--- src/rtl/cct_pkg.sv ---
package cct_pkg;

  localparam int POS_BITS_DEF = 16;
  localparam int MAX_EVENTS = 4;
  localparam int EV_CNT_W = $clog2(MAX_EVENTS + 1);
  localparam int EV_IDX_W = $clog2(MAX_EVENTS);

  localparam logic [7:0] CH_SEMI    = 8'h3B;
  localparam logic [7:0] CH_DOT     = 8'h2E;
  localparam logic [7:0] CH_EQ      = 8'h3D;
  localparam logic [7:0] CH_PCT     = 8'h25;
  localparam logic [7:0] CH_PLUS    = 8'h2B;
  localparam logic [7:0] CH_MINUS   = 8'h2D;
  localparam logic [7:0] CH_STAR    = 8'h2A;
  localparam logic [7:0] CH_SLASH   = 8'h2F;
  localparam logic [7:0] CH_BSLASH  = 8'h5C;
  localparam logic [7:0] CH_DQUOTE  = 8'h22;
  localparam logic [7:0] CH_SQUOTE  = 8'h27;
  localparam logic [7:0] CH_SPACE   = 8'h20;

  typedef enum logic [2:0] {
    KIND_ID   = 3'd0,
    KIND_NUM  = 3'd1,
    KIND_OP   = 3'd2,
    KIND_STR  = 3'd3,
    KIND_EOL  = 3'd4,
    KIND_NONE = 3'd7
  } kind_t;

  typedef enum logic [1:0] {
    EV_APPEND    = 2'd0,
    EV_CLOSE     = 2'd1,
    EV_BAD_CHAR  = 2'd2,
    EV_OPEN_LINE = 2'd3
  } ev_code_t;

  typedef struct packed {
    ev_code_t    code;
    kind_t       kind;
    logic [7:0]  ch;
    logic [15:0] pos;
    logic        last;
  } event_t;

  typedef struct packed {
    kind_t      kind;
    logic [7:0] quote;
    logic [7:0] prev;
    logic       line_has;
    logic       halted;
  } text_state_t;

endpackage

--- src/rtl/cct_classify.sv ---
module cct_classify
  import cct_pkg::*;
#(
  parameter int POS_BITS = POS_BITS_DEF
) (
  input  logic [7:0]                    c,
  input  logic                          fin,
  input  text_state_t                   st,
  input  logic [POS_BITS-1:0]           pos,
  output text_state_t                   st_next,
  output logic [POS_BITS-1:0]           pos_next,
  output event_t [MAX_EVENTS-1:0]       evs,
  output logic [EV_CNT_W-1:0]           n_ev
);

  function automatic logic is_alpha(input logic [7:0] b);
    return (b inside {[8'h61:8'h7A], [8'h41:8'h5A]});
  endfunction

  function automatic logic is_digit(input logic [7:0] b);
    return (b inside {[8'h30:8'h39]});
  endfunction

  function automatic logic is_opch(input logic [7:0] b);
    return (b inside {CH_PLUS, CH_MINUS, CH_STAR, CH_SLASH, CH_PCT, CH_EQ});
  endfunction

  function automatic logic is_ws(input logic [7:0] b);
    return (b inside {[8'd9:8'd13], CH_SPACE});
  endfunction

  function automatic logic is_quote(input logic [7:0] b);
    return (b inside {CH_DQUOTE, CH_SQUOTE});
  endfunction

  function automatic event_t mk_ev(input ev_code_t code, input kind_t kind,
                                   input logic [7:0] ch, input logic [15:0] p);
    event_t e;
    e.code = code;
    e.kind = kind;
    e.ch   = ch;
    e.pos  = p;
    e.last = 1'b0;
    return e;
  endfunction

  logic [POS_BITS+15:0] pos_wide;
  logic [15:0]          pos16;
  logic                 pend;
  logic                 close_pre;
  logic                 app;
  kind_t                app_kind;
  logic                 close_post;
  kind_t                post_kind;
  kind_t                kind_new;
  logic                 eol;
  logic                 bad;
  logic                 line_new;
  logic                 open_line;
  logic [EV_CNT_W-1:0]  n;

  assign pos_wide = {16'b0, pos};
  assign pos16    = pos_wide[15:0];
  assign pend     = (st.kind != KIND_NONE);

  always_comb begin
    close_pre  = 1'b0;
    app        = 1'b0;
    app_kind   = KIND_STR;
    close_post = 1'b0;
    post_kind  = KIND_STR;
    kind_new   = st.kind;
    eol        = 1'b0;
    bad        = 1'b0;
    st_next    = st;
    if (is_ws(c) && st.kind != KIND_STR) begin
      close_pre = pend;
      kind_new  = KIND_NONE;
    end else if (is_quote(c)) begin
      app = 1'b1;
      if (st.kind != KIND_STR) begin
        close_pre     = pend;
        kind_new      = KIND_STR;
        st_next.quote = c;
      end else if (c == st.quote && st.prev != CH_BSLASH) begin
        close_post = 1'b1;
        kind_new   = KIND_NONE;
      end
    end else if (st.kind == KIND_STR) begin
      app = 1'b1;
    end else if (is_alpha(c) || (is_digit(c) && st.kind == KIND_ID)) begin
      app       = 1'b1;
      app_kind  = KIND_ID;
      close_pre = pend && st.kind != KIND_ID;
      kind_new  = KIND_ID;
    end else if (is_digit(c) || (st.kind == KIND_NUM && c == CH_DOT)) begin
      app       = 1'b1;
      app_kind  = KIND_NUM;
      close_pre = pend && st.kind != KIND_NUM;
      kind_new  = KIND_NUM;
    end else if (is_opch(c)) begin
      app       = 1'b1;
      app_kind  = KIND_OP;
      close_pre = pend && st.kind != KIND_OP;
      kind_new  = KIND_OP;
    end else if (c == CH_SEMI) begin
      app        = 1'b1;
      app_kind   = KIND_EOL;
      close_pre  = pend;
      close_post = 1'b1;
      post_kind  = KIND_EOL;
      kind_new   = KIND_NONE;
      eol        = 1'b1;
    end else begin
      bad = 1'b1;
    end

    line_new  = eol ? 1'b0 : (st.line_has || close_pre || close_post);
    open_line = fin && (line_new || kind_new != KIND_NONE);

    evs      = '0;
    n        = '0;
    pos_next = pos;
    if (!st.halted) begin
      if (bad) begin
        evs[0]         = mk_ev(EV_BAD_CHAR, KIND_ID, c, pos16);
        n              = EV_CNT_W'(1);
        st_next.halted = 1'b1;
      end else begin
        if (close_pre) begin
          evs[n[EV_IDX_W-1:0]] = mk_ev(EV_CLOSE, st.kind, 8'h00, pos16);
          n = n + 1'b1;
        end
        if (app) begin
          evs[n[EV_IDX_W-1:0]] = mk_ev(EV_APPEND, app_kind, c, pos16);
          n = n + 1'b1;
        end
        if (close_post) begin
          evs[n[EV_IDX_W-1:0]] = mk_ev(EV_CLOSE, post_kind, 8'h00, pos16);
          n = n + 1'b1;
        end
        if (open_line) begin
          evs[n[EV_IDX_W-1:0]] = mk_ev(EV_OPEN_LINE, KIND_ID, 8'h00, pos16);
          n = n + 1'b1;
        end
        st_next.kind     = kind_new;
        st_next.line_has = line_new;
        st_next.prev     = c;
        pos_next         = (pos == '1) ? pos : POS_BITS'(pos + 1'b1);
        if (fin) begin
          st_next.kind     = KIND_NONE;
          st_next.quote    = 8'h00;
          st_next.prev     = 8'h00;
          st_next.line_has = 1'b0;
          pos_next         = '0;
        end
      end
      if (n != '0) begin
        evs[EV_IDX_W'(n - 1'b1)].last = 1'b1;
      end
    end
    n_ev = n;
  end

endmodule

--- src/rtl/cct_evq.sv ---
module cct_evq
  import cct_pkg::*;
(
  input  logic                    clk,
  input  logic                    rst,
  input  logic                    load,
  input  event_t [MAX_EVENTS-1:0] evs,
  input  logic [EV_CNT_W-1:0]     n_ev,
  input  logic                    pop_ready,
  output logic                    can_load,
  output logic                    head_valid,
  output event_t                  head
);

  event_t [MAX_EVENTS-1:0] slots;
  logic [EV_CNT_W-1:0]     rem;
  logic [EV_IDX_W-1:0]     rd;
  logic                    pop;

  assign head_valid = (rem != '0);
  assign head       = slots[rd];
  assign pop        = head_valid && pop_ready;
  assign can_load   = (rem == '0) || (rem == EV_CNT_W'(1) && pop);

  always_ff @(posedge clk) begin
    if (rst) begin
      rem <= '0;
      rd  <= '0;
    end else if (load) begin
      rem <= n_ev;
      rd  <= '0;
    end else if (pop) begin
      rem <= EV_CNT_W'(rem - 1'b1);
      rd  <= EV_IDX_W'(rd + 1'b1);
    end
  end

  always_ff @(posedge clk) begin
    if (load) begin
      slots <= evs;
    end
  end

endmodule

--- src/rtl/char_class_tokenizer_core.sv ---
// The first event of an accepted byte is offered on the master side in the cycle after the byte is taken.
// Throughput: one byte per cycle while each byte gives at most one event and m_tready is high;
// a byte that gives more events holds the event buffer, and the next byte waits until its last event is taken.
// The event buffer drains one transfer per cycle while m_tready is high and is refilled in the cycle it empties.
// Reset (rst, synchronous, active high) clears the token state, the position and the halt
// flag and empties the event buffer; no clearing pass is needed.
module char_class_tokenizer_core
  import cct_pkg::*;
#(
  parameter int POS_BITS = POS_BITS_DEF
) (
  input  logic        clk,
  input  logic        rst,
  input  logic        s_tvalid,
  output logic        s_tready,
  input  logic [7:0]  s_tdata,   // [7:0] char_in
  input  logic        s_tlast,
  output logic        m_tvalid,
  input  logic        m_tready,
  output logic [23:0] m_tdata,   // [7:0] char_out, [23:8] position
  output logic [4:0]  m_tuser,   // [1:0] event_res, [4:2] token_kind
  output logic        m_tlast
);

  text_state_t             state;
  text_state_t             state_next;
  logic [POS_BITS-1:0]     pos;
  logic [POS_BITS-1:0]     pos_next;
  event_t [MAX_EVENTS-1:0] evs;
  logic [EV_CNT_W-1:0]     n_ev;
  logic                    load;
  event_t                  head;

  assign load = s_tvalid && s_tready;

  cct_classify #(
    .POS_BITS(POS_BITS)
  ) u_classify (
    .c        (s_tdata),
    .fin      (s_tlast),
    .st       (state),
    .pos      (pos),
    .st_next  (state_next),
    .pos_next (pos_next),
    .evs      (evs),
    .n_ev     (n_ev)
  );

  cct_evq u_evq (
    .clk        (clk),
    .rst        (rst),
    .load       (load),
    .evs        (evs),
    .n_ev       (n_ev),
    .pop_ready  (m_tready),
    .can_load   (s_tready),
    .head_valid (m_tvalid),
    .head       (head)
  );

  always_ff @(posedge clk) begin
    if (rst) begin
      state.kind     <= KIND_NONE;
      state.quote    <= 8'h00;
      state.prev     <= 8'h00;
      state.line_has <= 1'b0;
      state.halted   <= 1'b0;
      pos            <= '0;
    end else if (load) begin
      state <= state_next;
      pos   <= pos_next;
    end
  end

  assign m_tdata = {head.pos, head.ch};
  assign m_tuser = {head.kind, head.code};
  assign m_tlast = head.last;

  a_bad_char_last: assert property (@(posedge clk) disable iff (rst)
    m_tvalid && m_tuser[1:0] == EV_BAD_CHAR |-> m_tlast)
    else $error("Unknown-character event is not the last of its run.");

  a_halted_silent: assert property (@(posedge clk) disable iff (rst)
    state.halted && load |-> n_ev == '0)
    else $error("Halted tokenizer produced events.");

  a_ready_on_last: assert property (@(posedge clk) disable iff (rst)
    s_tready && m_tvalid |-> m_tready && m_tlast)
    else $error("Input taken while a run of events is still pending.");

endmodule
--- config.mk ---
export PLATFORM = sky130hd
export DESIGN_NAME = char_class_tokenizer_core
export DESIGN_NICKNAME = d
export VERILOG_FILES = /design/src/rtl/cct_pkg.sv /design/src/rtl/cct_classify.sv /design/src/rtl/cct_evq.sv /design/src/rtl/char_class_tokenizer_core.sv
export SDC_FILE = /design/constraint.sdc
export NUM_CORES = 1
export LEC_CHECK = 0
export ABC_AREA = 1
export BUFFER_PORTS_ARGS = -buffer_cell sky130_fd_sc_hd__buf_2
export CAP_MARGIN = 20
export CORE_MARGIN = 10
export CORE_UTILIZATION = 55
export CTS_BUF_LIST = sky130_fd_sc_hd__clkbuf_16
export CTS_CLUSTER_DIAMETER = 150
export DETAILED_ROUTE_END_ITERATION = 8
export PLACE_DENSITY = 0.8
export SYNTH_ARGS = -nofsm -noshare
export SYNTH_HDL_FRONTEND = slang
export SYNTH_SLANG_ARGS = --single-unit
--- constraint.sdc ---
create_clock -name clk -period 6.61 [get_ports clk]
set_clock_uncertainty 0.15 [all_clocks]
set_input_delay 0.3305 -clock clk [delete_from_list [all_inputs] [get_ports clk]]
set_output_delay 0.3305 -clock clk [all_outputs]
set_load 0.05 [all_outputs]
==> impl_metrics.tcl, run 1 <==
set metrics [dict create \
    start_kind "register" \
    grt_pass1_vias 6081 \
    first_pass_iters 7 \
    min_period_over_period_pct 55.8 \
    regToRegSetupSlack_ns 2.92 \
    period_needed_ns 3.69 \
    grt_antenna_before_repair 0 \
    synth_edf_count 102 \
    r2r_start "state[19]$_SDFFE_PP1P_" \
    setup_viol 0 \
    avgSynthCellArea_um2 8.33 \
    gp_congestion 0.979 \
    yosys-top-cells-count "nor2_1 (168), nand2_1 (146), edfxtp_1 (102), o21ai_0 (94), inv_1 (72)" \
    tightest_slew_ns 0.970 \
    synth_top_cell_area_share_pct 40.4 \
    start_util_pct 56.8 \
    synth-async-reset-ratio_pct 0 \
    antennaDiodeCount 0 \
    setup_ws_ns 2.92 \
    synth_nets 936 \
    synth_cell_types 46 \
    fillCellCount 1122 \
    cap_violations 0 \
    synth.most_common_cell "nor2_1" \
    viasPerCell 5.63 \
    yosysWarnings 0 \
    crit_chain "nand2_2 > nor2_4 > inv_2 > nor3_1 > nand4_1 > nand2_1 > inv_1 > fa_1 > inv_1 > ha_1 > nand2_1 > nand2_1 > inv_2 > nor2_1" \
    layout.nets 961 \
    worst-r2r-cell-count 14 \
    gr-total-overflow 0 \
    synthTopCellsByArea "edfxtp_1 (40%), dfxtp_1 (11%), nor2_1 (8.3%)" \
    p_leak_nw 3.31 \
    rows 42 \
    outcome "completed" \
    routed-via-count 6328 \
    ys_seq_area_share_pct 51.5 \
    placed_cells 1092 \
    cpMostUsedCell "nand2_1" \
    powerDensity_nw_per_um2 413 \
    port_buffers 44 \
    cp-endpoint "u_evq.slots[38]$_SDFFCE_PP0P_" \
    track_usage_pct 20.7 \
    clk_latency_ns 0.43 \
    cp.depth 14 \
    critPathLaunch "state[19]$_SDFFE_PP1P_" \
    drt_wl_total_mm 18.9 \
    numCtsBuffers 17 \
    place_ws_ns 2.92 \
    clock_sinks 144 \
    area_delta_synth_final_pct 12.2 \
    maxSlewViolCount 0 \
    cp.arrival_ns 3.72 \
    synth-seq-cells 144 \
    ir_worst_vdd_mv 0.315 \
    cts-root-buf "clkbuf_16" \
    ctsHtreeMaxLevel 4 \
    fin_tns_setup_ns 0 \
    num_io_pins 45 \
    relSlewSlack_pct 35.3 \
    clockBufferDepth 2 \
    post_cts_resized 0 \
    cp-end-kind "register" \
    path_max_fanout 16 \
    dpl_cell_area_um2 7850 \
    grt_pass1_wl_mm 30.7 \
    synth_top_area_cell "edfxtp_1" \
    wl_per_cell_um 16.8 \
    reg2reg_to "u_evq.slots[38]$_SDFFCE_PP0P_" \
    fp.dieW_um 137 \
    cts_hold_buf 0 \
    clkTransAtPathRegs_ns 0.06 \
    hpwl_mm 12.7 \
    max_stage_delay_ns 0.59 \
    core_um2 13300 \
    layout-drive-gt1-share_pct 13.6 \
    stdcell_count 1124 \
    worstSetupPathType "reg2reg" \
    critPathSlowestCell "fa_1" \
    drt_iter0_markers 667 \
    path_buf_inv 4 \
    syn-cell-area_um2 7580 \
    synthFlopType "edfxtp_1" \
    post-cts-setup-buffer-count 0 \
    tritoncts "built" \
    syn-instance-count 910 \
    critPathRequiredTime_ns 6.64 \
    antenna_left 0 \
    hold_violations 0 \
    die_h_um 137 \
    grt_max_degree 79 \
    die-area_um2 18900 \
    drc 0 \
    path_delay_family "simple AND/OR/NAND/NOR gates" \
    fmax_mhz 271 \
    finalInstanceArea_um2 8510 \
    hold_class "in2reg" \
    rsz0062_at_grt "false" \
]
==> layout by cell type, fill, tap and decap left out, types with 8 or more instances in the layout <==
cell type	synthesis	routed
nor2_2	8	8
edfxtp_1	102	102
o22ai_1	21	21
inv_2	12	12
xor2_1	8	8
dfxtp_1	42	42
nand2_1	146	146
clkbuf_16	0	17
o21ai_0	94	94
a21oi_1	40	40
buf_2	12	44
ha_1	12	12
nand3_1	45	45
nor2_1	168	168
nand2_2	10	10
inv_1	72	72
nor3_1	27	27
==> where the power goes <==
part | internal, mW | total, mW | switching, mW
clock | 0.676 | 1.07 | 0.394
sequential | 1.23 | 1.30 | 0.0702
combinational | 0.227 | 1.14 | 0.915
==> flip-flops by register name (all words and copies together), names as in the netlist <==
signal / count
u_evq.rd: 2
state: 21
u_evq.slots: 102
u_evq.rem: 3
pos: 16
==> worst reg2reg max path: stages (launching register included) <==
cell and delay, ns:
dfxtp_1 0.54, nand2_2 0.16, nor2_4 0.19, inv_2 0.10, nor3_1 0.22, nand4_1 0.21, nand2_1 0.14, inv_1 0.09
fa_1 0.59, inv_1 0.10, ha_1 0.18, nand2_1 0.26, nand2_1 0.13, inv_2 0.28, nor2_1 0.09
==> logic make-up after synthesis <==
family | share of synthesized area (%)
simple gates | 25.8
compound gates | 12.4
flops | 51.5
buf+inv | 6.98
fa+ha+maj | 2.24
xor+xnor | 1.04
other cells | 0.0495
==> metrics by stage <==
stage | utilization [%] | power [mW] | hold slack, ns
floorplan | - | 2.19 | 0.295
global placement | 58.8 | 2.44 | 0.302
detailed placement | 58.8 | 2.46 | 0.309
CTS | 63.7 | 3.52 | 0.0784
global route | 63.7 | 3.67 | 0.0913
finish | 63.7 | 3.51 | 0.0843
==> area by class of cell <==
| type | instances | area (um2) | share of cell area [%] |
|---|---|---|---|
| Sequential cell | 144 | 3900 | 45.9 |
| Timing Repair Buffer | 48 | 250 | 2.94 |
| Clock inverter | 15 | 229 | 2.69 |
| Clock buffer | 17 | 425 | 5.00 |
| Multi-Input combinational cell | 637 | 3150 | 37.0 |
| Tap cell | 176 | 220 | 2.59 |
| Inverter | 87 | 329 | 3.87 |
==> routing by layer <==
layer / vias to the layer above / GRT usage [%] / share of wire, %
met5: - / 0 / 0
met4: 0 / 8.72 / 2.0
met3: 30 / 4.95 / 8.4
met2: 227 / 31.4 / 45
met1: 2958 / 27.8 / 45
li1: 3113 / - / -
==> worst min-delay path by stage <==
stage / startpoint / to / slack (ns) / cells after the start
6_report: rst / pos[1]$_SDFFE_PP0P_ / 0.08 / 2
5_1_grt: rst / pos[1]$_SDFFE_PP0P_ / 0.09 / 2
4_1_cts: s_tdata[7] / state[9]$_SDFFE_PP0P_ / 0.08 / 3
3_5_place_dp: state[6]$_SDFFE_PP0P_ / state[6]$_SDFFE_PP0P_ / 0.31 / 2
3_3_place_gp: state[1]$_SDFFE_PP0P_ / state[1]$_SDFFE_PP0P_ / 0.30 / 2
2_1_floorplan: state[1]$_SDFFE_PP0P_ / state[1]$_SDFFE_PP0P_ / 0.29 / 2
No activity file was read; power rests on OpenSTA's default activity.
==> run 2: changes to the inputs <==
==> constraint.sdc (replaced) <==
create_clock -name clk -period 3.85 [get_ports clk]
set_clock_uncertainty 0.15 [all_clocks]
set_input_delay 0.1925 -clock clk [delete_from_list [all_inputs] [get_ports clk]]
set_output_delay 0.1925 -clock clk [all_outputs]
set_load 0.05 [all_outputs]
==> run 2 against run 1 <==
- first-iteration DRC count increased by 18%
- register-to-register slack got worse by 2.5 ns
- core utilization rose by 1.3 points
- sequential power increased by 71%
- global-route usage is 0.68 points lower
- sequential share of layout area decreased by 0.95 points
- design area increased by 2.1%
- worst hold slack worse by 0.0080 ns
- non-clock buffer count up 24
- count of clock-buffer cells in the layout is the same
- via count up 2.3%
- power is 67% higher
- highest routed layer unchanged
==> impl_metrics.tcl, run 2 (same netlist as run 1, synthesis figures left out) <==
set metrics [dict create \
    layout_commonest_cell "nor2_1" \
    period_needed_ns 3.62 \
    num_io_pins 45 \
    layout.nets 985 \
    finalPower_mw 5.87 \
    relSlewSlack_pct 51.3 \
    powerDensity_nw_per_um2 676 \
    wl_per_cell_um 16.2 \
    die-area_um2 18900 \
    grt_pass1_wl_mm 30.1 \
    port_buffers 44 \
    antennaDiodeCount 0 \
    fmax_mhz 276 \
    drc 0 \
    viasPerCell 5.64 \
    comb_power_share_pct 34.3 \
    switching_power_mw 2.32 \
    drt_wl_total_mm 18.6 \
    grt_max_degree 53 \
    die_h_um 137 \
    p_seq_share_pct 37.7 \
    regMostFlops "u_evq.slots" \
    tightest_slew_ns 0.729 \
    final_cell_mix "nor2_1 (168), nand2_1 (144), edfxtp_1 (102), o21ai_0 (94), inv_1 (72)" \
    core_um2 13300 \
    tritoncts "built" \
    hold_class "in2reg" \
    placed_cells 1101 \
    grt_antenna_before_repair 0 \
    setup_ws_ns 0.231 \
    cp.arrival_ns 3.64 \
    ir_worst_vdd_mv 0.436 \
    power_frac_clock_pct 27.9 \
    path_max_fanout 8 \
    critPathRequiredTime_ns 3.88 \
    reg.largest.list "u_evq.slots (102), state (21), pos (16)" \
    start_util_pct 56.8 \
    largest_reg_flops 102 \
    min_period_over_period_pct 94.0 \
    numCtsBuffers 17 \
    track_usage_pct 20.0 \
    drt_iter0_markers 786 \
    layout-drive-gt1-share_pct 14.9 \
    hold_violations 0 \
    place_ws_ns 0.395 \
    routed-via-count 6471 \
    cap_violations 0 \
    maxSlewViolCount 0 \
    gp_congestion 0.950 \
    rsz0062_at_grt "false" \
    gr-total-overflow 0 \
    swShare_pct 39.5 \
    clockBufferDepth 2 \
    clk_latency_ns 0.42 \
    p_int_mw 3.56 \
    start_kind "input port" \
    rows 42 \
    fp.dieW_um 137 \
    hpwl_mm 12.3 \
    area_delta_synth_final_pct 14.6 \
    first_pass_iters 5 \
    setup_viol 0 \
    ctsHtreeMaxLevel 4 \
    antenna_left 0 \
    worstSetupPathType "in2reg" \
    cp-end-kind "register" \
    p_leak_nw 3.40 \
    clkTransAtPathRegs_ns 0.06 \
    outcome "completed" \
    cts-root-buf "clkbuf_16" \
    fin_tns_setup_ns 0 \
    grt_pass1_vias 5979 \
    stdcell_count 1148 \
    clock_sinks 144 \
]
[run 2: cell count changes in the layout (fill, tap and decap cells not counted), sizes merged]
cell	delta
clkinvlp	+1
clkbuf	+2
dlygate4sd3	+11
bufinv	-2
buf	+11
clkinv	+5
inv	-4
[run 2: cell type report]
cell class | count | area (um2)
Timing Repair Buffer | 72 | 475
Fill cell | 1092 | 4660
Tap cell | 176 | 220
Clock inverter | 15 | 168
Multi-Input combinational cell | 637 | 3160
Clock buffer | 17 | 425
Inverter | 87 | 330
Sequential cell | 144 | 3900
[run 2: worst max-delay path: stages]
cell,delay [ns]
dlygate4sd3_1,0.54
buf_2,0.18
nor2_1,0.22
nand3_1,0.11
nor2_1,0.10
nand3_1,0.07
o21a_1,0.17
nor2_2,0.24
a21oi_1,0.09
nand2_2,0.10
nand2_4,0.08
buf_4,0.15
ha_1,0.22
nand2_1,0.11
nand2_1,0.10
inv_1,0.11
ha_1,0.20
inv_1,0.05
ha_1,0.28
nand2_1,0.06
nand2_1,0.10
nand3_1,0.10
inv_1,0.05
[run 2: through the flow]
| stage | utilization [%] | hold WS, ns | area, um2 |
|---|---|---|---|
| 6_report | 65.1 | 0.0763 | 8680 |
| 3_5_place_dp | 59.5 | 0.307 | 7940 |
| 4_1_cts | 64.7 | 0.0638 | 8640 |
| 5_1_grt | 65.1 | 0.133 | 8680 |
| 3_3_place_gp | 59.5 | 0.302 | 7940 |
| 2_1_floorplan | - | 0.186 | 7590 |
[run 2: worst paths after layout]
kind	from	to	slack [ns]	cells past startpoint
hold reg to reg	state[6]$_SDFFE_PP0P_	state[6]$_SDFFE_PP0P_	0.31	2
hold / removal	m_tready	u_evq.rd[0]$_SDFFE_PP0P_	0.08	5
setup reg to reg	state[19]$_SDFFE_PP1P_	u_evq.slots[90]$_SDFFCE_PP0P_	0.41	16
setup / recovery	s_tdata[6]	u_evq.slots[90]$_SDFFCE_PP0P_	0.23	23
[run 2: power groups by stage]
stage	Combinational, mW	Clock, mW	Sequential (mW)
detailed placement	2.01	0	2.24
CTS	2.03	1.65	2.21
global route	2.18	1.72	2.25
finish	2.02	1.64	2.22
global placement	2.00	0	2.24
floorplan	1.54	0	2.22
[run 2: metal layers]
layer  vias up  GRT usage (%)  share of wire (%)
li1       3159              -                  -
met4         0           6.67                1.6
met3        22           4.62                8.6
met5         -              0                  0
met1      2992           27.9                 44
met2       298           30.0                 45
[run 2: timing repair]
action                                 CTS  global route
setup endpoints to repair                0            34
endpoints found under the hold margin   10             0
buffers inserted                         0             4
hold buffers                            11             0
gates resized for setup                  0             5
